<file path="src/hdl/tdtb_pkg.sv">
package tdtb_pkg;

	localparam int SLOT_W    = 4;
	localparam int TICK_W    = 32;
	// the slot field is four bits wide, so no more slots than this can be named
	localparam int MAX_SLOTS = 16;

	typedef enum logic {
		OP_TICK = 1'b0,
		OP_SET  = 1'b1
	} op_t;

	typedef enum logic [1:0] {
		ST_IDLE,
		ST_CHECK,
		ST_SCAN
	} state_t;

	// contents of one timer cell
	typedef struct packed {
		logic [TICK_W-1:0] cnt;
		logic              mark;
		logic              expd;
	} cell_t;

	// per-cell strobes, at most one high in a cycle
	typedef struct packed {
		logic load;
		logic tick;
		logic shift;
	} cell_ctrl_t;

endpackage

</file>
<file path="src/hdl/tdtb_if.sv">
interface tdtb_cmd_if;
	logic                        valid;
	logic                        ready;
	logic                        op;
	logic [tdtb_pkg::SLOT_W-1:0] task_slot;
	logic [tdtb_pkg::TICK_W-1:0] delay_ticks;
	logic                        waits_for_event;

	modport source (output valid, op, task_slot, delay_ticks, waits_for_event, input ready);
	modport sink   (input valid, op, task_slot, delay_ticks, waits_for_event, output ready);
endinterface

interface tdtb_evt_if;
	logic                        valid;
	logic                        ready;
	logic                        expiry_valid;
	logic [tdtb_pkg::SLOT_W-1:0] expired_slot;
	logic                        timeout_hit;
	logic [tdtb_pkg::TICK_W-1:0] tick_count;
	logic                        last;

	modport source (output valid, expiry_valid, expired_slot, timeout_hit, tick_count, last,
		input ready);
	modport sink   (input valid, expiry_valid, expired_slot, timeout_hit, tick_count, last,
		output ready);
endinterface

</file>
<file path="src/hdl/tdtb_cell.sv">
module tdtb_cell (
	input  logic                        clk,
	input  logic                        arst_n,
	input  tdtb_pkg::cell_ctrl_t        ctrl,
	input  logic [tdtb_pkg::TICK_W-1:0] load_cnt,
	input  logic                        load_mark,
	input  tdtb_pkg::cell_t             nbr,
	output tdtb_pkg::cell_t             cur
);

	tdtb_pkg::cell_t cell_q;

	always_ff @(posedge clk or negedge arst_n) begin
		if (!arst_n) begin
			cell_q <= '0;
		end else if (ctrl.load) begin
			cell_q.cnt  <= load_cnt;
			cell_q.mark <= load_mark;
			cell_q.expd <= 1'b0;
		end else if (ctrl.tick) begin
			// idle counters stay at zero and never expire
			if (cell_q.cnt != '0) begin
				cell_q.cnt  <= cell_q.cnt - tdtb_pkg::TICK_W'(1);
				cell_q.expd <= (cell_q.cnt == tdtb_pkg::TICK_W'(1));
			end else begin
				cell_q.expd <= 1'b0;
			end
		end else if (ctrl.shift) begin
			cell_q <= nbr;
		end
	end

	assign cur = cell_q;

endmodule

</file>
<file path="src/hdl/task_delay_timer_bank.sv">
// Task delay timer bank: a 32-bit wrapping tick count plus one 32-bit delay
// counter and waits-for-event mark per task slot, held in a ring of timer
// cells. A set-delay item gives no result; a set-delay for a slot at or above
// the slot count is dropped. A tick item steps every nonzero counter down in
// its accepting cycle, then looks for expiries in the check state; if any
// expired, the ring rotates once, one slot a cycle, past cell 0 so that
// expired slots come out in ascending order. When nothing expires, the
// rotation is skipped and a single result with expiry_valid low comes out.
// Rotation pauses while an expired head cell waits for the output register
// to free. The command channel is only ready between items.
module task_delay_timer_bank #(
	parameter int TASK_SLOTS = 16
) (
	input  logic          clk,
	input  logic          arst_n,
	tdtb_cmd_if.sink      cmd,
	tdtb_evt_if.source    evt
);

	// only slots that the four-bit slot field can name exist
	localparam int LIVE  = (TASK_SLOTS < tdtb_pkg::MAX_SLOTS) ? TASK_SLOTS
		: tdtb_pkg::MAX_SLOTS;
	localparam int IDX_W = (LIVE > 1) ? $clog2(LIVE) : 1;

	// ring of cells
	tdtb_pkg::cell_t      cells [LIVE];
	tdtb_pkg::cell_t      nbrs  [LIVE];
	tdtb_pkg::cell_ctrl_t ctrls [LIVE];
	logic [LIVE-1:0]      exp_vec;
	logic                 rest_exp;

	// sequencer
	tdtb_pkg::state_t     state_q;
	tdtb_pkg::state_t     state_nxt;
	logic [IDX_W-1:0]     idx_q;
	logic [tdtb_pkg::TICK_W-1:0] ticks_q;

	logic cmd_ready_c;
	logic do_set;
	logic do_tick;
	logic do_shift;
	logic emit;
	logic emit_valid;
	logic emit_last;
	logic can_load;
	logic scan_done;

	// output register
	logic                        evt_valid_q;
	logic                        exp_valid_q;
	logic [tdtb_pkg::SLOT_W-1:0] slot_q;
	logic                        tmo_q;
	logic [tdtb_pkg::TICK_W-1:0] tick_out_q;
	logic                        last_q;

	genvar i;
	generate
		for (i = 0; i < LIVE; i++) begin : g_cell
			// each cell hands its contents down by one place; the wrap-around
			// into the top cell drops the expiry flag, which has been served
			if (i == LIVE - 1) begin : g_wrap
				always_comb begin
					nbrs[i]      = cells[0];
					nbrs[i].expd = 1'b0;
				end
			end else begin : g_link
				assign nbrs[i] = cells[i + 1];
			end

			assign ctrls[i].load  = do_set && (cmd.task_slot == tdtb_pkg::SLOT_W'(i));
			assign ctrls[i].tick  = do_tick;
			assign ctrls[i].shift = do_shift;
			assign exp_vec[i]     = cells[i].expd;

			tdtb_cell u_cell (
				.clk       (clk),
				.arst_n    (arst_n),
				.ctrl      (ctrls[i]),
				.load_cnt  (cmd.delay_ticks),
				.load_mark (cmd.waits_for_event),
				.nbr       (nbrs[i]),
				.cur       (cells[i])
			);
		end
	endgenerate

	// any expiry still to pass the head after the one at cell 0
	assign rest_exp  = |(exp_vec >> 1);
	assign can_load  = !evt_valid_q || evt.ready;
	assign scan_done = (idx_q == IDX_W'(LIVE - 1));
	assign cmd.ready = cmd_ready_c;

	always_ff @(posedge clk or negedge arst_n) begin
		if (!arst_n) begin
			state_q <= tdtb_pkg::ST_IDLE;
		end else begin
			state_q <= state_nxt;
		end
	end

	always_comb begin
		state_nxt   = state_q;
		cmd_ready_c = 1'b0;
		do_set      = 1'b0;
		do_tick     = 1'b0;
		do_shift    = 1'b0;
		emit        = 1'b0;
		emit_valid  = 1'b0;
		emit_last   = 1'b0;
		case (state_q)
			tdtb_pkg::ST_IDLE: begin
				cmd_ready_c = 1'b1;
				if (cmd.valid) begin
					if (tdtb_pkg::op_t'(cmd.op) == tdtb_pkg::OP_SET) begin
						do_set = 1'b1;
					end else begin
						do_tick   = 1'b1;
						state_nxt = tdtb_pkg::ST_CHECK;
					end
				end
			end
			tdtb_pkg::ST_CHECK: begin
				// a quiet tick gives one empty result and skips the rotation
				if (|exp_vec) begin
					state_nxt = tdtb_pkg::ST_SCAN;
				end else if (can_load) begin
					emit      = 1'b1;
					emit_last = 1'b1;
					state_nxt = tdtb_pkg::ST_IDLE;
				end
			end
			tdtb_pkg::ST_SCAN: begin
				// an expired head holds the ring until the output register frees
				if (!exp_vec[0] || can_load) begin
					do_shift = 1'b1;
					if (exp_vec[0]) begin
						emit       = 1'b1;
						emit_valid = 1'b1;
						emit_last  = !rest_exp;
					end
					if (scan_done) begin
						state_nxt = tdtb_pkg::ST_IDLE;
					end
				end
			end
			default: begin
				state_nxt = tdtb_pkg::ST_IDLE;
			end
		endcase
	end

	// slot number of the cell now at the head of the ring
	always_ff @(posedge clk or negedge arst_n) begin
		if (!arst_n) begin
			idx_q <= '0;
		end else if (do_shift) begin
			idx_q <= scan_done ? '0 : idx_q + IDX_W'(1);
		end
	end

	always_ff @(posedge clk or negedge arst_n) begin
		if (!arst_n) begin
			ticks_q <= '0;
		end else if (do_tick) begin
			ticks_q <= ticks_q + tdtb_pkg::TICK_W'(1);
		end
	end

	always_ff @(posedge clk or negedge arst_n) begin
		if (!arst_n) begin
			evt_valid_q <= 1'b0;
		end else if (emit) begin
			evt_valid_q <= 1'b1;
		end else if (evt.ready) begin
			evt_valid_q <= 1'b0;
		end
	end

	always_ff @(posedge clk) begin
		if (emit) begin
			exp_valid_q <= emit_valid;
			slot_q      <= emit_valid ? tdtb_pkg::SLOT_W'(idx_q) : '0;
			tmo_q       <= emit_valid && cells[0].mark;
			tick_out_q  <= ticks_q;
			last_q      <= emit_last;
		end
	end

	assign evt.valid        = evt_valid_q;
	assign evt.expiry_valid = exp_valid_q;
	assign evt.expired_slot = slot_q;
	assign evt.timeout_hit  = tmo_q;
	assign evt.tick_count   = tick_out_q;
	assign evt.last         = last_q;

endmodule

</file>
<file path="src/flat_wrapper.sv">
// flat-port wrapper written by rule: the top's interface ports become plain ports
module task_delay_timer_bank_flat 
#(
	parameter int TASK_SLOTS = 16
)
  (clk, arst_n, cmd_valid, cmd_op, cmd_task_slot, cmd_delay_ticks, cmd_waits_for_event, cmd_ready, evt_valid, evt_expiry_valid, evt_expired_slot, evt_timeout_hit, evt_tick_count, evt_last, evt_ready);
  tdtb_cmd_if cmd_i ();
  tdtb_evt_if evt_i ();
  input  logic clk;
  input  logic arst_n;
  input wire logic [$bits(cmd_i.valid)-1:0] cmd_valid;
  input wire logic [$bits(cmd_i.op)-1:0] cmd_op;
  input wire logic [$bits(cmd_i.task_slot)-1:0] cmd_task_slot;
  input wire logic [$bits(cmd_i.delay_ticks)-1:0] cmd_delay_ticks;
  input wire logic [$bits(cmd_i.waits_for_event)-1:0] cmd_waits_for_event;
  output wire logic [$bits(cmd_i.ready)-1:0] cmd_ready;
  output wire logic [$bits(evt_i.valid)-1:0] evt_valid;
  output wire logic [$bits(evt_i.expiry_valid)-1:0] evt_expiry_valid;
  output wire logic [$bits(evt_i.expired_slot)-1:0] evt_expired_slot;
  output wire logic [$bits(evt_i.timeout_hit)-1:0] evt_timeout_hit;
  output wire logic [$bits(evt_i.tick_count)-1:0] evt_tick_count;
  output wire logic [$bits(evt_i.last)-1:0] evt_last;
  input wire logic [$bits(evt_i.ready)-1:0] evt_ready;
  assign cmd_i.valid = cmd_valid;
  assign cmd_i.op = cmd_op;
  assign cmd_i.task_slot = cmd_task_slot;
  assign cmd_i.delay_ticks = cmd_delay_ticks;
  assign cmd_i.waits_for_event = cmd_waits_for_event;
  assign cmd_ready = cmd_i.ready;
  assign evt_valid = evt_i.valid;
  assign evt_expiry_valid = evt_i.expiry_valid;
  assign evt_expired_slot = evt_i.expired_slot;
  assign evt_timeout_hit = evt_i.timeout_hit;
  assign evt_tick_count = evt_i.tick_count;
  assign evt_last = evt_i.last;
  assign evt_i.ready = evt_ready;
  task_delay_timer_bank #(.TASK_SLOTS(TASK_SLOTS)) u_core (.clk(clk), .arst_n(arst_n), .cmd(cmd_i), .evt(evt_i));
endmodule
</file>
<file path="config.mk">
export PLATFORM = sky130hd
export DESIGN_NAME = task_delay_timer_bank_flat
export DESIGN_NICKNAME = d
export VERILOG_FILES = /design/src/hdl/tdtb_pkg.sv /design/src/hdl/tdtb_if.sv /design/src/hdl/tdtb_cell.sv /design/src/hdl/task_delay_timer_bank.sv /design/src/flat_wrapper.sv
export SDC_FILE = /design/constraint.sdc
export NUM_CORES = 2
export LEC_CHECK = 0
export BUFFER_PORTS_ARGS = -buffer_cell sky130_fd_sc_hd__buf_2
export CAP_MARGIN = 20
export CORE_UTILIZATION = 45
export DETAILED_ROUTE_END_ITERATION = 6
export PLACE_DENSITY = 0.63
export SLEW_MARGIN = 30
export SYNTH_ARGS = -nofsm -noshare
export SYNTH_HDL_FRONTEND = slang
export SYNTH_SLANG_ARGS = --single-unit
</file>
<file path="constraint.sdc">
create_clock -name clk -period 8.9 [get_ports clk]
set_clock_uncertainty 0.05 [all_clocks]
set_input_delay 2.225 -clock clk [delete_from_list [all_inputs] [get_ports clk]]
set_output_delay 2.225 -clock clk [all_outputs]
set_load 0.005 [all_outputs]
</file>
==> results.yml <==
status:
  run_status: "finished clean"
floorplanning:
  floorplan.die.height_um: 308
  chipWidth_um: 308
  dieArea_sq_um: 94900
  core_area_sq_um: 92200
  ios: 83
  row_count: 111
  floorplan.initialDensity: 0.457
finish:
  layout.area.seq_sq_um: 15800
  total_area_of_multi_input_combinational_cells_sq_um: 24600
  drive_gt1_frac: 0.0659
  layout.nets: 5275
  n_fill_cell: 9053
  area_delta_synth_final_pct: 8.28
synth:
  yosys_register_bits: 622
  synth_area_leader_cell: "dfrtp_1"
  ys_dominant_reg_cell: "dfrtp_1"
  syn-instance-count: 5425
  number_of_warning_messages_in_the_yosys_log: 0
  yosysMostFrequentCell: "a21oi_1"
  sequential_area_share_after_synthesis: 0.374
  async_reset_ff_frac: 0.937
  avgSynthCellArea_sq_um: 7.77
  post_synth_main_area_contributors: "dfrtp_1 (35%), a21oi_1 (8.3%), o21ai_0 (6.9%), nor2_1 (5.7%), nand2_1 (4.4%)"
  netlist-cell-type-count: 71
  synthesis.nets: 5504
  synth_area_sq_um: 42100
  synth_enable_flop_cells: 39
  synth_common_cells: "a21oi_1 (695), nor2_1 (644), dfrtp_1 (583), o21ai_0 (581), nand2_1 (497)"
  yosys.area.top_type_share: 0.346
drt:
  dr_wl_cell_um: 23.4
  drt_iter0_drc: 5040
  finalWirelength_mm: 152
  routed_via_density: 6.47
  drt.antenna.violating_nets: 0
  drt_first_pass_iters: 6
  vias: 42000
  remaining_drc_errors: 0
clock_network:
  clkSlewWorstSetupHoldPaths_ns: 0.06
  cts_tree: "built"
  cts-htree-levels: 3
  ctsLongestPathBuffers: 3
  root_buffer: "clkbuf_16"
  cts_setup_buffers: 0
  cts_sinks: 622
  insertion_delay_ns: 0.65
  cts-buffers-inserted: 76
  post_cts_resize_count: 0
  cts_hold_repair.buffers: 0
timing:
  final.setup.tns_ns: 0
  setup_viol_count_final: 0
  slew-limit-headroom: 0.329
  timing.final.crit_period_ns: 4.99
  fmaxAchievable_mhz: 201
  setup_repair_after_global_routing_missed_its_margin: "false"
  timing_hold_violations_final: 0
  slew_viol_final: 0
  tightest_slew_ns: 1.01
  worst_slack_on_hold_paths_ns: 0.428
  finalCritPeriodShare: 0.560
critical_path:
  setup.worst_path.class: "in -> reg"
  worst_ep_arrival_time_ns: 5.47
  worstPathMaxFanout: 151
  reg2reg_slack_ns: 4.90
  crit_required_ns: 9.38
  worst_setup_path_end_kind: "flip-flop"
  start_kind: "primary input"
place:
  detailedPlacementHpwl_mm: 96.7
  port_buffers: 82
  gpl.final_weighted_congestion: 0.932
power:
  p_leak_nw: 16.6
  irDropWorstVdd_uv: 159
  p_per_area_nw_per_um2: 345
grt:
  grt_start_max_net_pins: 235
  first_global_vias: 38100
  grt_usage: 0.314
  grt_overflow: 0
  grt_pass1_wl_mm: 234
  antenna_found_initial: 5
flow_run:
  cap_viol_max_count: 0
hold_path:
  hp-class: "reg -> reg"
==> area by class of cell <==
cell class,count,share of cell area
Antenna cell,1,0.0000548
Clock buffer,109,0.0473
Timing Repair Buffer,164,0.0253
Inverter,56,0.00461
Multi-Input combinational cell,4276,0.539
Clock inverter,24,0.00461
Sequential cell,622,0.345
Tap cell,1243,0.0341
==> cell usage in the layout, fill, tap and decap left out, drive strengths merged, types with 22 or more instances in the layout <==
cell | netlist | layout
a21oi | 695 | 695
nor2 | 644 | 644
o21ai | 585 | 585
dfrtp | 583 | 583
nand2 | 497 | 497
xnor2 | 198 | 198
nor3 | 168 | 168
a211oi | 167 | 167
buf | 50 | 164
xor2 | 128 | 128
or3 | 126 | 126
nand3 | 119 | 119
nor4 | 112 | 112
clkbuf | 421 | 109
a31oi | 82 | 82
o211ai | 67 | 67
a221o | 66 | 66
or4 | 66 | 66
inv | 56 | 60
nand4 | 42 | 42
and3 | 40 | 40
edfxtp | 39 | 39
ha | 37 | 37
a22oi | 33 | 33
o31ai | 26 | 26
nand2b | 26 | 26
o22a | 23 | 23
a22o | 22 | 22
o22ai | 22 | 22
==> kinds of logic after synthesis <==
family,share of synthesized area
compound gates,0.277
xor+xnor,0.0678
fa+ha+maj,0.0110
buf+inv,0.0474
flops,0.374
mux,0.000475
simple gates,0.222
==> critical path, stage by stage <==
cell and delay, ns:
buf_2 0.12, nand3b_1 0.34, buf_12 0.54, nand2_2 0.56
buf_4 0.41, o21ai_2 0.40, buf_4 0.44, a211oi_1 0.08
a221o_1 0.28
==> registers in the layout (all words and copies together), names as in the netlist <==
register and cells:
u_core.evt.timeout_hit 1, u_core.evt.expired_slot 4, u_core.state_q 2, u_core.ticks_q 32, u_core.evt.last 1, u_core.evt.valid 1
u_core.idx_q 4, u_core.evt.expiry_valid 1, u_core.g_cell.u_cell.cur 544, u_core.evt.tick_count 32
==> final timing paths <==
| path | start | endpoint | cells past startpoint |
|---|---|---|---|
| worst max-delay path | cmd_op | u_core.g_cell[10].u_cell.cur[12]$_DFFE_PN0P_ | 9 |
| worst min-delay path | u_core.ticks_q[31]$_DFFE_PN0P_ | u_core.ticks_q[31]$_DFFE_PN0P_ | 1 |
| worst max register to register | u_core.state_q[1]$_DFFE_PN0P_ | u_core.g_cell[10].u_cell.cur[12]$_DFFE_PN0P_ | 10 |
| worst min register to register | u_core.ticks_q[31]$_DFFE_PN0P_ | u_core.ticks_q[31]$_DFFE_PN0P_ | 1 |
| max in group asynchronous | arst_n | u_core.g_cell[8].u_cell.cur[21]$_DFFE_PN0P_ | 3 |
| min in group asynchronous | arst_n | u_core.g_cell[0].u_cell.cur[25]$_DFFE_PN0P_ | 1 |
==> stage by stage <==
step	std cells	total power, mW	instance area, sq um	worst slack (ns)	utilization
2_1_floorplan	5425	10.4	42100	4.66	-
3_3_place_gp	6358	12.3	43200	3.37	0.468
3_5_place_dp	6358	12.5	43200	3.33	0.468
4_1_cts	6491	15.6	45500	4.01	0.494
5_1_grt	6494	16.8	45600	3.74	0.495
6_report	6495	15.7	45600	3.91	0.495
==> routing by layer <==
metal,global-route usage,part of all wire,up-vias
met1,0.445,0.44,20300
li1,-,-,19400
met5,0,0.00037,-
met2,0.467,0.43,1891
met3,0.0486,0.081,364
met4,0.150,0.049,8
==> report_power, final <==
| part | internal (mW) | switching (mW) |
|---|---|---|
| sequential | 4.05 | 2.00 |
| clock | 1.74 | 1.32 |
| combinational | 2.75 | 3.86 |
| total | 8.55 | 7.19 |
Power figures use the tool's default switching activity.
